===== src/ptt_pkg.sv =====
// shared constants, codes and controller/datapath interface types for the timer table
package ptt_pkg;

  // table size and field widths
  localparam int TABLE_DEPTH = 16;
  localparam int IDX_W      = (TABLE_DEPTH > 1) ? $clog2(TABLE_DEPTH) : 1;
  localparam int CNT_W      = $clog2(TABLE_DEPTH + 1);
  localparam int MODE_W     = 2;
  localparam int SLOT_W     = 4;
  localparam int PERIOD_W   = 32;
  localparam int TIME_W     = 48;
  localparam int STATUS_W   = 3;
  localparam int DIV_CNT_W  = $clog2(TIME_W);

  // request modes
  localparam logic [MODE_W-1:0] MODE_ADD    = 2'd0;
  localparam logic [MODE_W-1:0] MODE_REMOVE = 2'd1;
  localparam logic [MODE_W-1:0] MODE_QUERY  = 2'd2;

  // result status codes
  localparam logic [STATUS_W-1:0] ST_OK     = 3'd0;
  localparam logic [STATUS_W-1:0] ST_FULL   = 3'd1;
  localparam logic [STATUS_W-1:0] ST_UNUSED = 3'd2;
  localparam logic [STATUS_W-1:0] ST_EMPTY  = 3'd3;
  localparam logic [STATUS_W-1:0] ST_ZERO   = 3'd4;

  // controller to datapath commands
  typedef struct packed {
    logic                load;
    logic                idx_clr;
    logic                idx_inc;
    logic                add_write;
    logic                remove;
    logic                div_start;
    logic                div_step;
    logic                best_clr;
    logic                best_upd;
    logic                res_we;
    logic [STATUS_W-1:0] res_status;
    logic                res_use_slot;
    logic                res_use_best;
    logic                out_load;
  } ptt_cmd_t;

  // datapath to controller status
  typedef struct packed {
    logic [MODE_W-1:0] mode;
    logic              period_zero;
    logic              table_full;
    logic              table_empty;
    logic              slot_bad;
    logic              cur_valid;
    logic              idx_last;
    logic              div_last;
  } ptt_sts_t;

endpackage


===== src/ptt_ctrl.sv =====
// controller state machine: sequences add, remove and query requests
module ptt_ctrl (
  input  logic              clk,
  input  logic              rst_n,
  input  logic              in_valid,
  output logic              in_ready,
  output logic              out_valid,
  input  logic              out_ready,
  input  ptt_pkg::ptt_sts_t sts,
  output ptt_pkg::ptt_cmd_t cmd
);

  typedef enum logic [2:0] {
    S_IDLE,
    S_DECODE,
    S_FIND,
    S_QCHK,
    S_DIV,
    S_ACC,
    S_QEND,
    S_FINISH
  } state_t;

  state_t state_r, state_nxt;
  logic   out_valid_r, out_valid_nxt;

  assign in_ready  = (state_r == S_IDLE);
  assign out_valid = out_valid_r;

  // next state and commands
  always_comb begin
    cmd           = '0;
    state_nxt     = state_r;
    out_valid_nxt = out_valid_r;
    if (out_valid_r && out_ready) begin
      out_valid_nxt = 1'b0;
    end
    case (state_r)
      S_IDLE: begin
        if (in_valid) begin
          cmd.load  = 1'b1;
          state_nxt = S_DECODE;
        end
      end
      S_DECODE: begin
        case (sts.mode)
          ptt_pkg::MODE_ADD: begin
            if (sts.period_zero) begin
              cmd.res_we     = 1'b1;
              cmd.res_status = ptt_pkg::ST_ZERO;
              state_nxt      = S_FINISH;
            end else if (sts.table_full) begin
              cmd.res_we     = 1'b1;
              cmd.res_status = ptt_pkg::ST_FULL;
              state_nxt      = S_FINISH;
            end else begin
              cmd.idx_clr = 1'b1;
              state_nxt   = S_FIND;
            end
          end
          ptt_pkg::MODE_REMOVE: begin
            cmd.res_we = 1'b1;
            if (sts.slot_bad) begin
              cmd.res_status = ptt_pkg::ST_UNUSED;
            end else begin
              cmd.remove     = 1'b1;
              cmd.res_status = ptt_pkg::ST_OK;
            end
            state_nxt = S_FINISH;
          end
          ptt_pkg::MODE_QUERY: begin
            if (sts.table_empty) begin
              cmd.res_we     = 1'b1;
              cmd.res_status = ptt_pkg::ST_EMPTY;
              state_nxt      = S_FINISH;
            end else begin
              cmd.idx_clr  = 1'b1;
              cmd.best_clr = 1'b1;
              state_nxt    = S_QCHK;
            end
          end
          default: begin
            // unused mode: plain ok result, no table change
            cmd.res_we     = 1'b1;
            cmd.res_status = ptt_pkg::ST_OK;
            state_nxt      = S_FINISH;
          end
        endcase
      end
      // walk to the lowest free slot; one exists since the table is not full
      S_FIND: begin
        if (!sts.cur_valid) begin
          cmd.add_write    = 1'b1;
          cmd.res_we       = 1'b1;
          cmd.res_status   = ptt_pkg::ST_OK;
          cmd.res_use_slot = 1'b1;
          state_nxt        = S_FINISH;
        end else begin
          cmd.idx_inc = 1'b1;
        end
      end
      // query: skip free slots, start the remainder unit on used ones
      S_QCHK: begin
        if (sts.cur_valid) begin
          cmd.div_start = 1'b1;
          state_nxt     = S_DIV;
        end else if (sts.idx_last) begin
          state_nxt = S_QEND;
        end else begin
          cmd.idx_inc = 1'b1;
        end
      end
      S_DIV: begin
        cmd.div_step = 1'b1;
        if (sts.div_last) begin
          state_nxt = S_ACC;
        end
      end
      S_ACC: begin
        cmd.best_upd = 1'b1;
        if (sts.idx_last) begin
          state_nxt = S_QEND;
        end else begin
          cmd.idx_inc = 1'b1;
          state_nxt   = S_QCHK;
        end
      end
      S_QEND: begin
        cmd.res_we       = 1'b1;
        cmd.res_status   = ptt_pkg::ST_OK;
        cmd.res_use_best = 1'b1;
        state_nxt        = S_FINISH;
      end
      // hand the result to the output register once it is free
      S_FINISH: begin
        if (!out_valid_r || out_ready) begin
          cmd.out_load  = 1'b1;
          out_valid_nxt = 1'b1;
          state_nxt     = S_IDLE;
        end
      end
      default: begin
        state_nxt = S_IDLE;
      end
    endcase
  end

  // state and registered outputs
  always_ff @(posedge clk) begin
    if (!rst_n) begin
      state_r     <= S_IDLE;
      out_valid_r <= 1'b0;
    end else begin
      state_r     <= state_nxt;
      out_valid_r <= out_valid_nxt;
    end
  end

endmodule


===== src/ptt_datapath.sv =====
// datapath: timer table, scan index, bit-serial remainder unit and minimum tracker
module ptt_datapath (
  input  logic                               clk,
  input  logic                               rst_n,
  input  logic [ptt_pkg::MODE_W-1:0]         in_mode,
  input  logic [ptt_pkg::SLOT_W-1:0]         in_slot,
  input  logic [ptt_pkg::PERIOD_W-1:0]       in_period_us,
  input  logic [ptt_pkg::TIME_W-1:0]         in_now_us,
  input  ptt_pkg::ptt_cmd_t                  cmd,
  output ptt_pkg::ptt_sts_t                  sts,
  output logic [ptt_pkg::STATUS_W-1:0]       out_status,
  output logic [ptt_pkg::SLOT_W-1:0]         out_slot_out,
  output logic [ptt_pkg::PERIOD_W-1:0]       out_time_to_next_us
);

  localparam int N   = ptt_pkg::TABLE_DEPTH;
  localparam int IW  = ptt_pkg::IDX_W;
  localparam int CW  = ptt_pkg::CNT_W;
  localparam int PW  = ptt_pkg::PERIOD_W;
  localparam int TW  = ptt_pkg::TIME_W;
  localparam int DCW = ptt_pkg::DIV_CNT_W;

  // request registers
  logic [ptt_pkg::MODE_W-1:0] mode_r;
  logic [ptt_pkg::SLOT_W-1:0] slot_r;
  logic [PW-1:0]              period_r;
  logic [TW-1:0]              now_r;

  // timer table
  logic [N-1:0]  entry_valid_r;
  logic [TW-1:0] entry_start_r  [N];
  logic [PW-1:0] entry_period_r [N];
  logic [CW-1:0] active_count_r;

  // scan and remainder unit
  logic [IW-1:0]  idx_r;
  logic [TW-1:0]  dvd_r;
  logic [PW-1:0]  rem_r;
  logic [PW-1:0]  div_per_r;
  logic [DCW-1:0] bit_cnt_r;
  logic [PW-1:0]  best_r;
  logic           found_r;

  // result staging and output registers
  logic [ptt_pkg::STATUS_W-1:0] res_status_r;
  logic [ptt_pkg::SLOT_W-1:0]   res_slot_r;
  logic [PW-1:0]                res_ttn_r;
  logic [ptt_pkg::STATUS_W-1:0] out_status_r;
  logic [ptt_pkg::SLOT_W-1:0]   out_slot_r;
  logic [PW-1:0]                out_ttn_r;

  logic [IW-1:0] slot_idx;
  logic          slot_range_bad;
  logic [PW:0]   trial;
  logic [PW:0]   trial_diff;
  logic [PW-1:0] remain;

  assign slot_idx       = IW'(slot_r);
  assign slot_range_bad = ({5'd0, slot_r} >= 9'(N));

  // status toward the controller
  assign sts.mode        = mode_r;
  assign sts.period_zero = (period_r == '0);
  assign sts.table_full  = (active_count_r == CW'(N));
  assign sts.table_empty = (active_count_r == '0);
  assign sts.slot_bad    = slot_range_bad || !entry_valid_r[slot_idx];
  assign sts.cur_valid   = entry_valid_r[idx_r];
  assign sts.idx_last    = (idx_r == IW'(N - 1));
  assign sts.div_last    = (bit_cnt_r == DCW'(TW - 1));

  // one restoring step: shift in the next dividend bit, subtract if it fits
  assign trial      = {rem_r, dvd_r[TW-1]};
  assign trial_diff = trial - {1'b0, div_per_r};
  assign remain     = div_per_r - rem_r;

  // request capture
  always_ff @(posedge clk) begin
    if (cmd.load) begin
      mode_r   <= in_mode;
      slot_r   <= in_slot;
      period_r <= in_period_us;
      now_r    <= in_now_us;
    end
  end

  // valid bits and active count
  always_ff @(posedge clk) begin
    if (!rst_n) begin
      entry_valid_r  <= '0;
      active_count_r <= '0;
    end else if (cmd.add_write) begin
      entry_valid_r[idx_r] <= 1'b1;
      active_count_r       <= active_count_r + CW'(1);
    end else if (cmd.remove) begin
      entry_valid_r[slot_idx] <= 1'b0;
      active_count_r          <= active_count_r - CW'(1);
    end
  end

  // start time and period of each entry
  always_ff @(posedge clk) begin
    if (cmd.add_write) begin
      entry_start_r[idx_r]  <= now_r;
      entry_period_r[idx_r] <= period_r;
    end
  end

  // scan index
  always_ff @(posedge clk) begin
    if (cmd.idx_clr) begin
      idx_r <= '0;
    end else if (cmd.idx_inc) begin
      idx_r <= idx_r + IW'(1);
    end
  end

  // remainder of elapsed time by period, one bit per cycle
  always_ff @(posedge clk) begin
    if (cmd.div_start) begin
      dvd_r     <= now_r - entry_start_r[idx_r];
      div_per_r <= entry_period_r[idx_r];
      rem_r     <= '0;
      bit_cnt_r <= '0;
    end else if (cmd.div_step) begin
      dvd_r     <= {dvd_r[TW-2:0], 1'b0};
      bit_cnt_r <= bit_cnt_r + DCW'(1);
      if (!trial_diff[PW]) begin
        rem_r <= trial_diff[PW-1:0];
      end else begin
        rem_r <= trial[PW-1:0];
      end
    end
  end

  // smallest time to firing so far
  always_ff @(posedge clk) begin
    if (cmd.best_clr) begin
      found_r <= 1'b0;
      best_r  <= '0;
    end else if (cmd.best_upd) begin
      found_r <= 1'b1;
      if (!found_r || remain < best_r) begin
        best_r <= remain;
      end
    end
  end

  // result staging
  always_ff @(posedge clk) begin
    if (cmd.res_we) begin
      res_status_r <= cmd.res_status;
      res_slot_r   <= cmd.res_use_slot ? ptt_pkg::SLOT_W'(idx_r) : '0;
      res_ttn_r    <= cmd.res_use_best ? best_r : '0;
    end
  end

  // output register
  always_ff @(posedge clk) begin
    if (cmd.out_load) begin
      out_status_r <= res_status_r;
      out_slot_r   <= res_slot_r;
      out_ttn_r    <= res_ttn_r;
    end
  end

  assign out_status          = out_status_r;
  assign out_slot_out        = out_slot_r;
  assign out_time_to_next_us = out_ttn_r;

endmodule


===== src/periodic_timer_table_core.sv =====
// top level of the periodic timer table: controller and datapath
//
// A table of 16 periodic timers. Each request adds a timer (period and
// start time, lowest free slot returned), removes one slot, or asks for the
// shortest time until any stored timer next fires. Requests are handled one at
// a time; a new request is taken while the previous result still waits in the
// output register. Remove and the flagged cases end without a scan, an add
// scans up from slot 0 to the first free slot, and a query visits every slot
// and runs the remainder unit on each occupied one. The query time is set by
// the bit-serial remainder unit, which divides the 48-bit elapsed time of each
// stored timer by its period.
module periodic_timer_table_core (
  input  logic                               clk,
  input  logic                               rst_n,
  input  logic                               in_valid,
  output logic                               in_ready,
  input  logic [ptt_pkg::MODE_W-1:0]         in_mode,
  input  logic [ptt_pkg::SLOT_W-1:0]         in_slot,
  input  logic [ptt_pkg::PERIOD_W-1:0]       in_period_us,
  input  logic [ptt_pkg::TIME_W-1:0]         in_now_us,
  output logic                               out_valid,
  input  logic                               out_ready,
  output logic [ptt_pkg::STATUS_W-1:0]       out_status,
  output logic [ptt_pkg::SLOT_W-1:0]         out_slot_out,
  output logic [ptt_pkg::PERIOD_W-1:0]       out_time_to_next_us
);

  ptt_pkg::ptt_cmd_t cmd;
  ptt_pkg::ptt_sts_t sts;

  // request sequencing
  ptt_ctrl u_ctrl (
    .clk       (clk),
    .rst_n     (rst_n),
    .in_valid  (in_valid),
    .in_ready  (in_ready),
    .out_valid (out_valid),
    .out_ready (out_ready),
    .sts       (sts),
    .cmd       (cmd)
  );

  // table and arithmetic
  ptt_datapath u_datapath (
    .clk                 (clk),
    .rst_n               (rst_n),
    .in_mode             (in_mode),
    .in_slot             (in_slot),
    .in_period_us        (in_period_us),
    .in_now_us           (in_now_us),
    .cmd                 (cmd),
    .sts                 (sts),
    .out_status          (out_status),
    .out_slot_out        (out_slot_out),
    .out_time_to_next_us (out_time_to_next_us)
  );

endmodule

===== config.mk =====
export PLATFORM = sky130hd
export DESIGN_NAME = periodic_timer_table_core
export DESIGN_NICKNAME = d
export VERILOG_FILES = /design/src/ptt_pkg.sv /design/src/ptt_ctrl.sv /design/src/ptt_datapath.sv /design/src/periodic_timer_table_core.sv
export SDC_FILE = /design/constraint.sdc
export NUM_CORES = 2
export LEC_CHECK = 0
export BUFFER_PORTS_ARGS = -buffer_cell sky130_fd_sc_hd__clkbuf_2
export CAP_MARGIN = 40
export CORE_ASPECT_RATIO = 1.4
export CORE_MARGIN = 2
export CORE_UTILIZATION = 30
export DETAILED_ROUTE_END_ITERATION = 12
export PLACE_DENSITY_LB_ADDON = 0.2
export SYNTH_ARGS = -nofsm -noshare
export SYNTH_HDL_FRONTEND = slang
export SYNTH_HIERARCHICAL = 1
export SYNTH_SLANG_ARGS = --single-unit

===== constraint.sdc =====
create_clock -name clk -period 13.42 [get_ports clk]
set_clock_uncertainty 0.05 [all_clocks]
set_input_delay 2.684 -clock clk [delete_from_list [all_inputs] [get_ports clk]]
set_output_delay 2.684 -clock clk [all_outputs]
set_load 0.005 [all_outputs]

== After elaboration in Yosys (flattened, before gate mapping) ==
Memory sizes are Yosys's and may differ from the RTL's. A register that Yosys moved wholly into a read port is not among the register bits.
Index checks and enable logic that the tools add are counted.

* Add/subtract/negate cells: 7
* Bitwise operators: 3
* Eq/ne operators: 17
* $lt $le $gt $ge: 5
* Divide/modulo/power cells: 0
* Muxes and demuxes: 66
* Multipliers: 0
* Shift-type cells: 0
* Reduce and logical (&&, ||, !) cells: 15

{| class="wikitable"
|+ Operators by type and width
! cell !! count
|-
| $mux 48 || 2
|-
| $sub 48x48->48 || 1
|-
| $sub 33x32->33 || 1
|-
| $logic_not 32->1 || 1
|-
| $lt 32x32->1 || 1
|-
| $mux 1 || 32
|-
| $mux 16 || 2
|-
| $mux 32 || 1
|-
| $sub 32x32->32 || 1
|-
| $mux 3 || 10
|-
| $pmux 3 s8 || 1
|-
| $pmux 4 s3 || 2
|-
| $mux 4 || 5
|-
| $and 16x16->16 || 1
|-
| $not 16->16 || 1
|-
| $or 16x16->16 || 1
|-
| $mux 5 || 3
|-
| $eq 3x3->1 const B || 4
|-
| $lt 4x5->1 const B || 2
|-
| $bmux 1 s4 || 2
|-
| $demux 1 s4 || 2
|-
| $ge 4x1->1 const B || 2
|-
| $add 6x1->6 const B || 1
|-
| $eq 3x2->1 const B || 2
|-
| other kinds (25) || 32
|}

* Memory bits (read-only): 0
* Memory bits (writable): 1280
* Bits in latches: 0
* Logic and storage cells: 135
* Register bits after elaboration: 312
* Memories: 2
* Input port bits: 90

{| class="wikitable"
|+ Memory list
! name !! depth !! width !! read ports !! clocked after memory_dff !! wr ports !! line !! source
|-
| u_datapath.entry_start_r || 16 || 48 || 1 || 1 || 1 || ptt_datapath.sv:31 || <nowiki>logic [TW-1:0] entry_start_r [N];</nowiki>
|-
| u_datapath.entry_period_r || 16 || 32 || 1 || 1 || 1 || ptt_datapath.sv:32 || <nowiki>logic [PW-1:0] entry_period_r [N];</nowiki>
|}

== Depth between registers and ports, before layout ==
* Depth after elaboration: 8
* Depth in mapped cells: 23
* Gate-level depth less buffers: 21

== Modules after synthesis ==
Netlist, hierarchy kept.

{| class="wikitable"
|+ Modules (own cells, without submodules)
! module !! cells an instance !! area an instance (um2) !! times used
|-
| ptt_datapath || 3637 || 67503.5 || 1
|-
| ptt_ctrl || 65 || 454.2 || 1
|}

== Worst setup path before layout ==
No wires, ideal clock.

* Kind: flip-flop to flip-flop
* Start point: register u_datapath.idx_r[0]
* End point: register u_datapath.entry_valid_r[0]
* Period minus slack after synthesis: 9532 ps
* Arrival: 9400 ps
* Slack: 3888 ps
* Stages on the path, launching flop included: 12
* Cell sequence: dfxtp_1 -> clkbuf_1 -> buf_2 -> buf_2 -> mux4_2 -> mux4_2 -> nor3_1 -> buf_4 -> clkbuf_1 -> nand2_1 -> nor3_1 -> o221a_2

{| class="wikitable"
|+ RTL lines
! what !! line !! source
|-
| start: declaration || ptt_datapath.sv:36 || <nowiki>logic [IW-1:0] idx_r;</nowiki>
|-
| start signal: assignment || ptt_datapath.sv:113 || <nowiki>idx_r <= idx_r + IW'(1);</nowiki>
|-
| end signal: assignment || ptt_datapath.sv:89 || <nowiki>entry_valid_r <= '0;</nowiki>
|-
| end signal: indexed assignment || ptt_datapath.sv:92 || <nowiki>entry_valid_r[idx_r] <= 1'b1;</nowiki>
|-
| end signal: indexed assignment || ptt_datapath.sv:95 || <nowiki>entry_valid_r[slot_idx] <= 1'b0;</nowiki>
|-
| end: declaration || ptt_datapath.sv:30 || <nowiki>logic [N-1:0] entry_valid_r;</nowiki>
|}

==> results.yml <==
synth:
  syn_area_sq_mm: 0.0680
  seq_area_frac_synth_pct: 70.4
  synth_top_area_cell: "edfxtp_1"
  syn_avg_cell_area_sq_um: 18.4
  synth-edff-count: 1524
  async_flop_share_pct: 0
  ys_top_cells_by_area: "edfxtp_1 (67%), mux4_2 (14%), dfxtp_1 (3.1%), ha_1 (2.7%), inv_1 (0.97%)"
  yosysWarnings: 6
  ys_ff_latch: 1628
  synthCells: 3702
  yosys.cell_types.count: 90
  synth_nets: 3945
  yosysTopAreaCellShare_pct: 67.3
  ys_dominant_reg_cell: "edfxtp_1"
routing:
  vias: 34600
  drt.antenna.violating_nets: 0
  wl_per_cell_microns: 24.6
  drt-pass1-iter-count: 5
  totalWireLength_microns: 174000
  vias_per_cell: 4.88
  drc: 0
  drt_iter0_markers: 2103
die:
  dieHeight_microns: 567
  initial_utilization_pct: 30.2
  core_sq_mm: 0.225
  dieArea_sq_mm: 0.230
  die_w_microns: 406
  io_pins: 131
  rows: 206
clocking:
  worstSkewPairLatency_ns: 0.82
  cts_resized: 0
  cts_sinks: 1628
  ctsHoldBuffers: 0
  cts_root_buffer: "clkbuf_16"
  post-cts-setup-buffers: 0
  clk_pin_slew_worst_paths_ns: 0.06
  htreeDepth: 4
  cts_tree: "done"
  clock_path_buffers: 3
  cts_buffers: 169
grt:
  grt_use_total_pct: 15.1
  antenna_found_initial: 13
  grt_pass1_wl_microns: 255000
  grt_overflow: 0
  grt_max_degree: 78
  first_global_vias: 36500
sta:
  period_share_pct: 46.8
  setup_viol: 0
  period_minus_slack_ns: 6.28
  final_hold_viol_count: 0
  finalSetupTns_ns: 0
  tightest_slew_ns: 0.872
  fmax_mhz: 159
  slew_headroom_pct: 41.8
  drv_slew: 0
  rsz0062_at_grt: "false"
  setup_slack_ns: 7.14
power:
  power_leakage_nw: 25.8
  p_sw_share_pct: 31.8
  p_clk_share_pct: 28.7
  combPwrFrac_pct: 30.8
  ir_drop_v: 0.000148
  internal-power_mw: 10.8
  p_switching_mw: 5.04
  p_per_area_mw_per_mm2: 202
  p_total_mw: 15.9
  pwr-share-seq_pct: 40.5
place:
  hpwl_microns: 107000
  place_ws_ns: 6.93
  gp_congestion: 0.820
  io_buffer_count: 130
  dp.cells: 6785
worst_setup_path:
  endpoint_kind: "flip-flop"
  critPathMaxFanout: 77
  arrival_ns: 6.78
  start_kind: "flip-flop"
  required_ns: 13.92
  crit_type: "reg -> reg"
cells_and_area:
  multi_input_area_sq_mm: 0.0190
  syn_to_final_growth_pct: 15.4
  final_common_cell: "edfxtp_1"
  finalNonFillerCells: 7086
  drive_above_1_share_pct: 24.0
  regArea_sq_mm: 0.0479
  final_cell_mix: "edfxtp_1 (1,524), mux4_2 (411), inv_1 (175), clkbuf_16 (170), nor2_1 (154)"
  n_fill_cell: 21200
  nets: 4183
  final_util_pct: 34.8
worst_hold_path:
  worstHoldStart: "u_datapath/res_ttn_r[16]$_SDFFCE_PN0P_"
  hold_path.class: "reg -> reg"
flow_run:
  cap_violations: 0
run_status:
  status: "completed"
## cells by family after synthesis
logic type | after synthesis | synth area share (%)
flops | 1628 | 70.4
xor+xnor | 107 | 1.38
buf+inv | 335 | 1.93
simple gates | 512 | 3.67
mux | 504 | 15.1
compound gates | 463 | 4.68
fa+ha+maj | 153 | 2.86
## stage by stage
step                cell area [sq um]  hold WS, ns
finish                          78400        0.366
global route                    78400        0.373
CTS                             78400        0.368
detailed placement              73100        0.355
global placement                72400        0.352
floorplan                       68000        0.350
## layout make-up
type / instances / area share [%]
inverter: 175 / 0.838
sequential: 1628 / 61.1
multi-input combinational: 1739 / 24.2
antenna: 2 / 0.00638
clock buffer: 207 / 5.62
clock inverter: 92 / 1.09
timing repair buffer: 227 / 2.38
tap: 3016 / 4.81
## synthesized netlist by cell type (all sizes together), types with 4 or more instances
master	n
o211ai	19
inv	175
o21a	19
clkbuf	115
o31ai	6
nor3b	5
a21oi	133
fa	4
a31oi	18
nor2b	23
nand2	103
nor2	168
o221a	15
mux4	411
a311o	4
buf	45
and2	46
o21ai	80
nand4	27
o21bai	15
o41ai	5
nand3b	4
o31a	9
edfxtp	1524
nand3	25
xor2	34
nand2b	24
a21o	53
o211a	4
nor4	12
a2111oi	5
o2111ai	4
or2	8
dfxtp	104
ha	149
mux2	39
or3	5
xnor2	73
nor3	39
and4	5
mux2i	54
a211oi	42
and3	14
## registers in the layout, indices dropped and copies added, names as in the netlist, 16 cells and up, named ones only
signal	count
u_datapath/dvd_r	48
u_datapath/period_r	32
u_datapath/entry_start_r	768
u_datapath/now_r	48
u_datapath/entry_valid_r	16
u_datapath/res_ttn_r	32
u_datapath/rem_r	32
u_datapath/best_r	32
u_datapath/div_per_r	32
u_datapath/entry_period_r	512
u_datapath/out_time_to_next_us	32
## path summary, 6_finish.rpt
check / to / slack, ns / cells past startpoint
worst min-delay path: u_datapath/out_time_to_next_us[16]$_DFFE_PP_ / 0.37 / 0
worst max-delay path: u_datapath/dvd_r[44]$_DFFE_PP_ / 7.14 / 16
worst max register to register: u_datapath/dvd_r[44]$_DFFE_PP_ / 7.14 / 16
worst min register to register: u_datapath/out_time_to_next_us[16]$_DFFE_PP_ / 0.37 / 0
## power groups by stage
stage / Combinational (mW) / Sequential (mW) / Clock, mW
final: 4.89 / 6.42 / 4.55
after global routing: 5.38 / 6.49 / 4.87
after CTS: 4.99 / 6.44 / 4.70
after detailed placement: 4.97 / 6.54 / 0
after global placement: 4.90 / 6.56 / 0
after floorplan: 3.76 / 6.31 / 0
## routing by layer
metal	vias up	global-route usage, %	wire length (microns)
met3	240	2.43	6230
met2	585	26.8	90600
li1	15400	-	-
met4	14	3.58	3460
met5	-	0	89
met1	18400	19.2	74000
## worst max-delay path: stages, from the launching register on
cell      delay [ns]
dfxtp_4         0.86
buf_4           0.72
buf_12          0.49
mux4_2          0.59
mux4_2          0.47
inv_1           0.08
ha_1            0.31
nand4_1         0.15
or2_1           0.29
nor3_1          0.18
o21ai_1         0.09
o211ai_1        0.16
a31oi_2         0.20
o41ai_2         0.53
a31oi_1         0.19
xnor2_1         0.15
mux2_2          0.27
(Power assumes the default switching activity.)
